--- src/hw/rtl/vaft_pkg.sv ---
`timescale 1ns / 1ps
`default_nettype none
// ----------------------------------------------------------------------------
// vaft_pkg: shared constants for the vector angle block
// Default sizes, the fixed-point guard width and the CORDIC arctangent table
// in units of 2^-32 turn.
// ----------------------------------------------------------------------------
package vaft_pkg;

    localparam int COORD_WIDTH_DEF = 16;
    localparam int ANGLE_WIDTH_DEF = 16;
    localparam int ITERATIONS_DEF  = 16;

    // Fraction bits added below the integer coordinates before rotating.
    localparam int GUARD_BITS = 24;

    // The angle accumulator is a 32-bit fraction of one turn.
    localparam int ACC_WIDTH = 32;
    localparam logic [ACC_WIDTH-1:0] HALF_TURN = 32'h8000_0000;

    // round(atan(2^-idx) / (2*pi) * 2^32)
    function automatic logic [ACC_WIDTH-1:0] atan_entry(input logic [4:0] idx);
        logic [ACC_WIDTH-1:0] val;
        begin
            case (idx)
                5'd0:    val = 32'd536870912;
                5'd1:    val = 32'd316933406;
                5'd2:    val = 32'd167458907;
                5'd3:    val = 32'd85004756;
                5'd4:    val = 32'd42667331;
                5'd5:    val = 32'd21354465;
                5'd6:    val = 32'd10679838;
                5'd7:    val = 32'd5340245;
                5'd8:    val = 32'd2670163;
                5'd9:    val = 32'd1335087;
                5'd10:   val = 32'd667544;
                5'd11:   val = 32'd333772;
                5'd12:   val = 32'd166886;
                5'd13:   val = 32'd83443;
                5'd14:   val = 32'd41722;
                5'd15:   val = 32'd20861;
                5'd16:   val = 32'd10430;
                5'd17:   val = 32'd5215;
                5'd18:   val = 32'd2608;
                5'd19:   val = 32'd1304;
                5'd20:   val = 32'd652;
                5'd21:   val = 32'd326;
                5'd22:   val = 32'd163;
                5'd23:   val = 32'd81;
                5'd24:   val = 32'd41;
                5'd25:   val = 32'd20;
                5'd26:   val = 32'd10;
                5'd27:   val = 32'd5;
                5'd28:   val = 32'd3;
                5'd29:   val = 32'd1;
                5'd30:   val = 32'd1;
                default: val = 32'd0;
            endcase
            return val;
        end
    endfunction

endpackage
`default_nettype wire

--- src/hw/rtl/vaft_prep.sv ---
`timescale 1ns / 1ps
`default_nettype none
// ----------------------------------------------------------------------------
// vaft_prep: difference vector and half-plane fold
// Forms center minus point, folds the left half plane onto the right one
// and scales the vector up by the guard bits.
// ----------------------------------------------------------------------------
module vaft_prep
    import vaft_pkg::*;
#(
    parameter int COORD_WIDTH = COORD_WIDTH_DEF,
    parameter int XW          = COORD_WIDTH_DEF + GUARD_BITS + 4
)
(
    input  wire                          clk,
    input  wire                          rst_n,
    input  wire                          in_valid,
    output logic                         in_ready,
    input  wire  signed [COORD_WIDTH-1:0] center_x,
    input  wire  signed [COORD_WIDTH-1:0] center_y,
    input  wire  signed [COORD_WIDTH-1:0] point_x,
    input  wire  signed [COORD_WIDTH-1:0] point_y,
    output logic                         out_valid,
    input  wire                          out_ready,
    output logic signed [XW-1:0]         out_x,
    output logic signed [XW-1:0]         out_y,
    output logic [ACC_WIDTH-1:0]         out_z
);

    logic signed [COORD_WIDTH:0] dx_raw;
    logic signed [COORD_WIDTH:0] dy_raw;
    logic signed [COORD_WIDTH:0] dx_adj;
    logic signed [COORD_WIDTH:0] dy_adj;
    logic                        flip;
    logic                        valid_reg;
    logic signed [XW-1:0]        x_reg;
    logic signed [XW-1:0]        y_reg;
    logic [ACC_WIDTH-1:0]        z_reg;
    logic signed [XW-1:0]        x_next;
    logic signed [XW-1:0]        y_next;
    logic [ACC_WIDTH-1:0]        z_next;

    always_comb
    begin
        // Equal x coordinates count as dx = -1, so a zero vector gives half a turn.
        if (center_x == point_x)
        begin
            dx_raw = '1;
        end
        else
        begin
            dx_raw = (COORD_WIDTH + 1)'(center_x) - (COORD_WIDTH + 1)'(point_x);
        end
        dy_raw = (COORD_WIDTH + 1)'(center_y) - (COORD_WIDTH + 1)'(point_y);
        flip   = dx_raw[COORD_WIDTH];
        dx_adj = flip ? -dx_raw : dx_raw;
        dy_adj = flip ? -dy_raw : dy_raw;
        x_next = XW'(dx_adj) <<< GUARD_BITS;
        y_next = XW'(dy_adj) <<< GUARD_BITS;
        z_next = flip ? HALF_TURN : '0;
    end

    assign in_ready = !valid_reg || out_ready;

    always_ff @(posedge clk or negedge rst_n)
    begin
        if (!rst_n)
        begin
            valid_reg <= 1'b0;
        end
        else if (in_ready)
        begin
            valid_reg <= in_valid;
        end
    end

    always_ff @(posedge clk)
    begin
        if (in_valid && in_ready)
        begin
            x_reg <= x_next;
            y_reg <= y_next;
            z_reg <= z_next;
        end
    end

    assign out_valid = valid_reg;
    assign out_x     = x_reg;
    assign out_y     = y_reg;
    assign out_z     = z_reg;

endmodule
`default_nettype wire

--- src/hw/rtl/vaft_cell.sv ---
`timescale 1ns / 1ps
`default_nettype none
// ----------------------------------------------------------------------------
// vaft_cell: one CORDIC vectoring micro-rotation
// Rotates the vector toward the x axis by atan(2^-SHIFT) and accumulates
// the angle, holding the result in its own stage register.
// ----------------------------------------------------------------------------
module vaft_cell
    import vaft_pkg::*;
#(
    parameter int XW    = COORD_WIDTH_DEF + GUARD_BITS + 4,
    parameter int SHIFT = 0
)
(
    input  wire                   clk,
    input  wire                   rst_n,
    input  wire                   in_valid,
    output logic                  in_ready,
    input  wire  signed [XW-1:0]  in_x,
    input  wire  signed [XW-1:0]  in_y,
    input  wire  [ACC_WIDTH-1:0]  in_z,
    output logic                  out_valid,
    input  wire                   out_ready,
    output logic signed [XW-1:0]  out_x,
    output logic signed [XW-1:0]  out_y,
    output logic [ACC_WIDTH-1:0]  out_z
);

    localparam logic [ACC_WIDTH-1:0] STEP_ANGLE = atan_entry(5'(SHIFT));

    logic                  valid_reg;
    logic signed [XW-1:0]  x_reg;
    logic signed [XW-1:0]  y_reg;
    logic [ACC_WIDTH-1:0]  z_reg;
    logic signed [XW-1:0]  x_shift;
    logic signed [XW-1:0]  y_shift;
    logic signed [XW-1:0]  x_next;
    logic signed [XW-1:0]  y_next;
    logic [ACC_WIDTH-1:0]  z_next;

    always_comb
    begin
        x_shift = in_x >>> SHIFT;
        y_shift = in_y >>> SHIFT;
        // A zero y rotates the counter-clockwise way.
        if (in_y > 0)
        begin
            x_next = in_x + y_shift;
            y_next = in_y - x_shift;
            z_next = in_z + STEP_ANGLE;
        end
        else
        begin
            x_next = in_x - y_shift;
            y_next = in_y + x_shift;
            z_next = in_z - STEP_ANGLE;
        end
    end

    assign in_ready = !valid_reg || out_ready;

    always_ff @(posedge clk or negedge rst_n)
    begin
        if (!rst_n)
        begin
            valid_reg <= 1'b0;
        end
        else if (in_ready)
        begin
            valid_reg <= in_valid;
        end
    end

    always_ff @(posedge clk)
    begin
        if (in_valid && in_ready)
        begin
            x_reg <= x_next;
            y_reg <= y_next;
            z_reg <= z_next;
        end
    end

    assign out_valid = valid_reg;
    assign out_x     = x_reg;
    assign out_y     = y_reg;
    assign out_z     = z_reg;

endmodule
`default_nettype wire

--- src/hw/rtl/vaft_round.sv ---
`timescale 1ns / 1ps
`default_nettype none
// ----------------------------------------------------------------------------
// vaft_round: output rounding and result register
// Rounds the 32-bit turn fraction to nearest, halves up, wrapping at one
// full turn, and holds the result until the consumer takes it.
// ----------------------------------------------------------------------------
module vaft_round
    import vaft_pkg::*;
#(
    parameter int ANGLE_WIDTH = ANGLE_WIDTH_DEF
)
(
    input  wire                     clk,
    input  wire                     rst_n,
    input  wire                     in_valid,
    output logic                    in_ready,
    input  wire  [ACC_WIDTH-1:0]    in_z,
    output logic                    out_valid,
    input  wire                     out_ready,
    output logic [ANGLE_WIDTH-1:0]  angle_turns
);

    localparam int DROP = ACC_WIDTH - ANGLE_WIDTH;

    logic [ANGLE_WIDTH-1:0] rounded;
    logic                   valid_reg;
    logic [ANGLE_WIDTH-1:0] angle_reg;

    if (DROP == 0)
    begin : g_full
        assign rounded = in_z;
    end
    else
    begin : g_round
        localparam logic [ACC_WIDTH-1:0] HALF_LSB = ACC_WIDTH'(1) << (DROP - 1);
        logic [ACC_WIDTH-1:0] sum;
        assign sum     = in_z + HALF_LSB;
        assign rounded = sum[ACC_WIDTH-1:DROP];
    end

    assign in_ready = !valid_reg || out_ready;

    always_ff @(posedge clk or negedge rst_n)
    begin
        if (!rst_n)
        begin
            valid_reg <= 1'b0;
        end
        else if (in_ready)
        begin
            valid_reg <= in_valid;
        end
    end

    always_ff @(posedge clk)
    begin
        if (in_valid && in_ready)
        begin
            angle_reg <= rounded;
        end
    end

    assign out_valid   = valid_reg;
    assign angle_turns = angle_reg;

endmodule
`default_nettype wire

--- src/hw/rtl/vector_angle_full_turn.sv ---
`timescale 1ns / 1ps
`default_nettype none
// ----------------------------------------------------------------------------
// vector_angle_full_turn: full-turn angle of (center - point)
// Pipelined CORDIC vectoring unit returning the angle of the difference
// vector as an unsigned fraction of one turn, zero along positive x.
// ----------------------------------------------------------------------------
//
//  Channel  | Handshake            | Payload
//  ---------+----------------------+------------------------------------------
//  input    | in_valid / in_ready  | center_x, center_y, point_x, point_y
//  output   | out_valid / out_ready| angle_turns
//
// One transaction enters per cycle and one result leaves per cycle while the output is not stalled.
// The stages are the preparation stage, one cell per micro-rotation,
// and the rounding stage that is also the output register.
// Each stage takes new data when it is empty or its neighbor takes its contents,
// so bubbles close up while the output stalls; in_ready falls only when every
// stage holds a transaction and out_ready is low. Reset clears only valid bits.
//
// The difference vector is folded into the right half plane (adding half a
// turn) and scaled by 2^GUARD_BITS. Each cell then rotates by atan(2^-i),
// steering on the sign of y, while the 32-bit angle accumulator wraps modulo
// one full turn. Equal x coordinates are treated as dx = -1, which makes a
// zero vector read as half a turn.
// ----------------------------------------------------------------------------
module vector_angle_full_turn
    import vaft_pkg::*;
#(
    parameter int COORD_WIDTH = COORD_WIDTH_DEF,
    parameter int ANGLE_WIDTH = ANGLE_WIDTH_DEF,
    parameter int ITERATIONS  = ITERATIONS_DEF
)
(
    input  wire                           clk,
    input  wire                           rst_n,
    input  wire                           in_valid,
    output logic                          in_ready,
    input  wire  signed [COORD_WIDTH-1:0] center_x,
    input  wire  signed [COORD_WIDTH-1:0] center_y,
    input  wire  signed [COORD_WIDTH-1:0] point_x,
    input  wire  signed [COORD_WIDTH-1:0] point_y,
    output logic                          out_valid,
    input  wire                           out_ready,
    output logic [ANGLE_WIDTH-1:0]        angle_turns
);

    // Coordinate difference (COORD_WIDTH + 1 bits) plus guard bits, with room
    // for the CORDIC gain and the diagonal magnitude.
    localparam int XW = COORD_WIDTH + GUARD_BITS + 4;

    // Link k feeds cell k; link ITERATIONS feeds the rounding stage.
    logic                 link_valid [ITERATIONS+1];
    logic                 link_ready [ITERATIONS+1];
    logic signed [XW-1:0] link_x     [ITERATIONS+1];
    logic signed [XW-1:0] link_y     [ITERATIONS+1];
    logic [ACC_WIDTH-1:0] link_z     [ITERATIONS+1];

    vaft_prep #(
        .COORD_WIDTH (COORD_WIDTH),
        .XW          (XW)
    ) u_prep (
        .clk       (clk),
        .rst_n     (rst_n),
        .in_valid  (in_valid),
        .in_ready  (in_ready),
        .center_x  (center_x),
        .center_y  (center_y),
        .point_x   (point_x),
        .point_y   (point_y),
        .out_valid (link_valid[0]),
        .out_ready (link_ready[0]),
        .out_x     (link_x[0]),
        .out_y     (link_y[0]),
        .out_z     (link_z[0])
    );

    for (genvar k = 0; k < ITERATIONS; k++)
    begin : g_cell
        vaft_cell #(
            .XW    (XW),
            .SHIFT (k)
        ) u_cell (
            .clk       (clk),
            .rst_n     (rst_n),
            .in_valid  (link_valid[k]),
            .in_ready  (link_ready[k]),
            .in_x      (link_x[k]),
            .in_y      (link_y[k]),
            .in_z      (link_z[k]),
            .out_valid (link_valid[k+1]),
            .out_ready (link_ready[k+1]),
            .out_x     (link_x[k+1]),
            .out_y     (link_y[k+1]),
            .out_z     (link_z[k+1])
        );
    end

    vaft_round #(
        .ANGLE_WIDTH (ANGLE_WIDTH)
    ) u_round (
        .clk         (clk),
        .rst_n       (rst_n),
        .in_valid    (link_valid[ITERATIONS]),
        .in_ready    (link_ready[ITERATIONS]),
        .in_z        (link_z[ITERATIONS]),
        .out_valid   (out_valid),
        .out_ready   (out_ready),
        .angle_turns (angle_turns)
    );

endmodule
`default_nettype wire

--- config.mk ---
export PLATFORM = sky130hd
export DESIGN_NAME = vector_angle_full_turn
export DESIGN_NICKNAME = d
export VERILOG_FILES = /design/src/hw/rtl/vaft_pkg.sv /design/src/hw/rtl/vaft_prep.sv /design/src/hw/rtl/vaft_cell.sv /design/src/hw/rtl/vaft_round.sv /design/src/hw/rtl/vector_angle_full_turn.sv
export SDC_FILE = /design/constraint.sdc
export NUM_CORES = 2
export LEC_CHECK = 0
export BUFFER_PORTS_ARGS = -buffer_cell sky130_fd_sc_hd__buf_4
export CORE_MARGIN = 3
export CORE_UTILIZATION = 50
export CTS_BUF_LIST = sky130_fd_sc_hd__clkbuf_8
export DETAILED_ROUTE_END_ITERATION = 7
export PLACE_DENSITY = 0.69
export SLEW_MARGIN = 40
export SYNTH_ARGS = -nofsm -noshare
export SYNTH_HDL_FRONTEND = slang
export SYNTH_SLANG_ARGS = --single-unit
--- constraint.sdc ---
create_clock -name clk -period 12.7 [get_ports clk]
set_clock_uncertainty 0.05 [all_clocks]
set_input_delay 1.27 -clock clk [delete_from_list [all_inputs] [get_ports clk]]
set_output_delay 1.27 -clock clk [all_outputs]
set_load 0.02 [all_outputs]
==> impl_results.md <==
- Reg2reg start: g_cell[8].u_cell.out_y[11]
- WL per Instance: ~19 um
- Placer Congestion: 0.9381
- Syn_nets: 14.85k
- Run status: finished clean
- DIE HEIGHT: slightly above 500 um
- Synth top area share: between 30% and 40%
- DP HPWL: 257100 um
- Router iterations before antenna repair: 6
- Distinct cells, synth: 93
- Register area share after synthesis: roughly 36%
- Crit path kind: flop to flop
- Maxcap violations: 0
- Number of synthesized register bits: 1521
- CP max-delay cell: or4_1
- Max layer used: met5
- R2R depth: 28
- Initial antenna violation count: 7
- Grt ovf: 0
- Post-CTS Resized: 0
- H-tree lvl count: 5
- Pin count of the biggest net entering global routing: 83
- DR WL met3: approximately 16000 um
- Warnings, synthesis: 0
- CTS root buffer: clkbuf_8
- Max Buffers Root-to-Sink: 4
- Post-synth EDFFs: roughly 1.5k
- Metal-1 WL: 137100 um
- Most frequent cell after synthesis: edfxtp_1
- Mapped cell area: around 130000 um2
- RSZ-0062 raised after global routing: false
- Rel. slew slack: a little under two fifths
- Post-Route Utilization: 54.70%
- Crit path buffers/inverters: 2
- Vias: about 99k
- Initial DRC count: approximately 7.5k
- IO Count: 86
- CTS Hold Bufs: 0
- Cts bufs inserted: a little under 300
- Placed instance count: 16.61k
- Post-layout nets: about 15k
- Synth Instances: roughly 13k
- Max FO, Critical Path: 25
- Ranking of synthesized cells by area: edfxtp_1, ha_1, xnor2_1
- Required time of the critical path: 13450 ps
- Final wirelength: between 300000 and 400000 um
- Gr usage total: between 20% and 30%
- Reg-to-reg slack, setup: around 3100 ps
- Final hold vios: 0
- CP peak stage delay: roughly 630 ps
- Met2 wire length: around 160000 um
- Synth area leader: edfxtp_1
- Non-filler cells, final: ~17k
- I/O Buffers: 85
- Post-synth top cells: edfxtp_1, ha_1, xnor2_1
- Crit share post-route: between 70% and 80%
- CTS tree: built
- Postcts setup bufs: 0
- Worst R2R End: g_cell[9].u_cell.out_x[42]
- Layout cells sized above 1: a little over 5%
- Worst slew pin tran: around 920 ps
- FP Rows: roughly 180
- Crit path max-delay family: simple AND/OR/NAND/NOR gates
- Min-Delay Path Class: primary input to asynchronous set/reset pin
- Starting Density: about 51%
- Arr. time, crit path: just over 10000 ps
- Final Setup Violations: 0
- Area grow syn2layout: 8.310%
- DRT antenna net count: 0
- DRC: 0
- Critical Path Start Type: flop
- Final hold slack: around 110 ps
- Vias per cell: between 5 and 6
- Mapped Avg Cell Area: 9.592 um2
- Chip width: approximately 510 um
- Vias in the first global route: a little over 90k
- Minimum clock period: 9551 ps
- Synth async-reset ratio: between 1 and 1.5%
- Setup crit end kind: flop
- Fin. max-slew vios: 0
- Reg clk slew, reported paths: roughly 70 ps
- Core area: between 200000 and 300000 um2
- Top achievable clock speed: between 0.1 and 0.15 GHz
- First-pass GRT wire length: around 500000 um
- Total negative slack: 0 ps
- Clock Sinks: about 1.5k
- Main synth FF type: edfxtp_1
- DIE AREA: around 260000 um2
- Clock Latency Late Sink: 1050 ps
[worst register-to-register path, delay by kind of cell (launching register included)]
family                     cells  cell delay [ps]
and+or+nand+nor               14             4490
buffers and inverters          2              740
AOI/OAI and AO/OA             10             2880
muxes                          1              210
adders and majority gates      1              470
DFF                            1              450
[sequential cells by signal, indices dropped and copies added, names as in the netlist, 16 cells and up]
register / count
g_cell.u_cell.out_y: 545
g_cell.u_cell.out_x: 482
g_cell.u_cell.out_z: 425
u_prep.out_x: 17
u_prep.out_y: 17
g_cell.u_cell.out_valid: 16
u_round.angle_turns: 16
[through the flow]
| step | worst slack (ps) | instance area (um2) |
|---|---|---|
| after floorplan | 1377 | 127600 |
| after global placement | 2986 | 132400 |
| after detailed placement | 3269 | 132500 |
| after CTS | 3218 | 138000 |
| after global routing | 2331 | 138100 |
| final | 3149 | 138200 |
[layer usage]
metal,up-vias,global-route usage (%)
li1,49750,-
met1,46440,29.75
met2,2526,41.24
met3,656,3.035
met4,4,8.148
met5,-,0
[worst max-delay path by stage]
stage	from	end	slack (ps)	depth (start not counted)
floorplan	out_ready	g_cell[8].u_cell.out_x[0]	1380	6
global placement	g_cell[8].u_cell.out_y[11]	g_cell[9].u_cell.out_x[42]	2990	28
detailed placement	g_cell[8].u_cell.out_y[11]	g_cell[9].u_cell.out_x[42]	3270	28
CTS	g_cell[8].u_cell.out_y[11]	g_cell[9].u_cell.out_x[42]	3220	28
global route	g_cell[8].u_cell.out_y[11]	g_cell[9].u_cell.out_x[42]	2330	28
finish	g_cell[8].u_cell.out_y[11]	g_cell[9].u_cell.out_x[42]	3150	28
[layout by cell type, fill, tap and decap left out, types with 24 or more instances in the layout]
master    instances
o21a_1          172
or4_1            95
o31ai_1         172
xnor2_1        1378
xor2_1          646
nand3_1         239
o211ai_1         33
buf_4           141
fa_1             35
nor2_1         1056
nand2b_1        227
a21boi_0         60
inv_1           618
a21o_1          619
clkinv_2         43
clkinv_1         70
nor4_1          100
o31a_1           26
o21ai_0         755
edfxtp_1       1503
nand2_1         798
a21oi_1        1194
and3_1          114
clkbuf_8        301
and2_1           53
a31oi_1          99
a211o_1          24
nor2b_1         213
nand3b_1         30
nor3_1          339
o41ai_1          77
a211oi_1         80
nand4_1         104
or3_1           130
or2_2            53
ha_1           1449
o21bai_1        208
[final cells by class]
type,count,area [um2]
Fill cell,22580,114400
Multi-Input combinational cell,11020,79450
Sequential cell,1521,45580
Tap cell,3348,4189
Clock buffer,301,4143
Inverter,572,2148
Clock inverter,194,1353
Timing Repair Buffer,154,1262
Antenna cell,9,22.52
[cell families after synthesis]
| kind of cell | count (synthesis) | share of synthesized area, % |
|---|---|---|
| buffers and inverters | 756 | 2.232 |
| multiplexers | 41 | 0.3404 |
| AND/OR/NAND/NOR | 3667 | 14.06 |
| XOR/XNOR | 2025 | 13.90 |
| AO/OA/AOI/OAI | 3803 | 18.96 |
| adder cells (fa/ha/maj) | 1484 | 14.76 |
| flip-flops | 1521 | 35.74 |
Power is not shown: default switching activity piles up to over one toggle a cycle in this logic, so the estimate is an artifact.
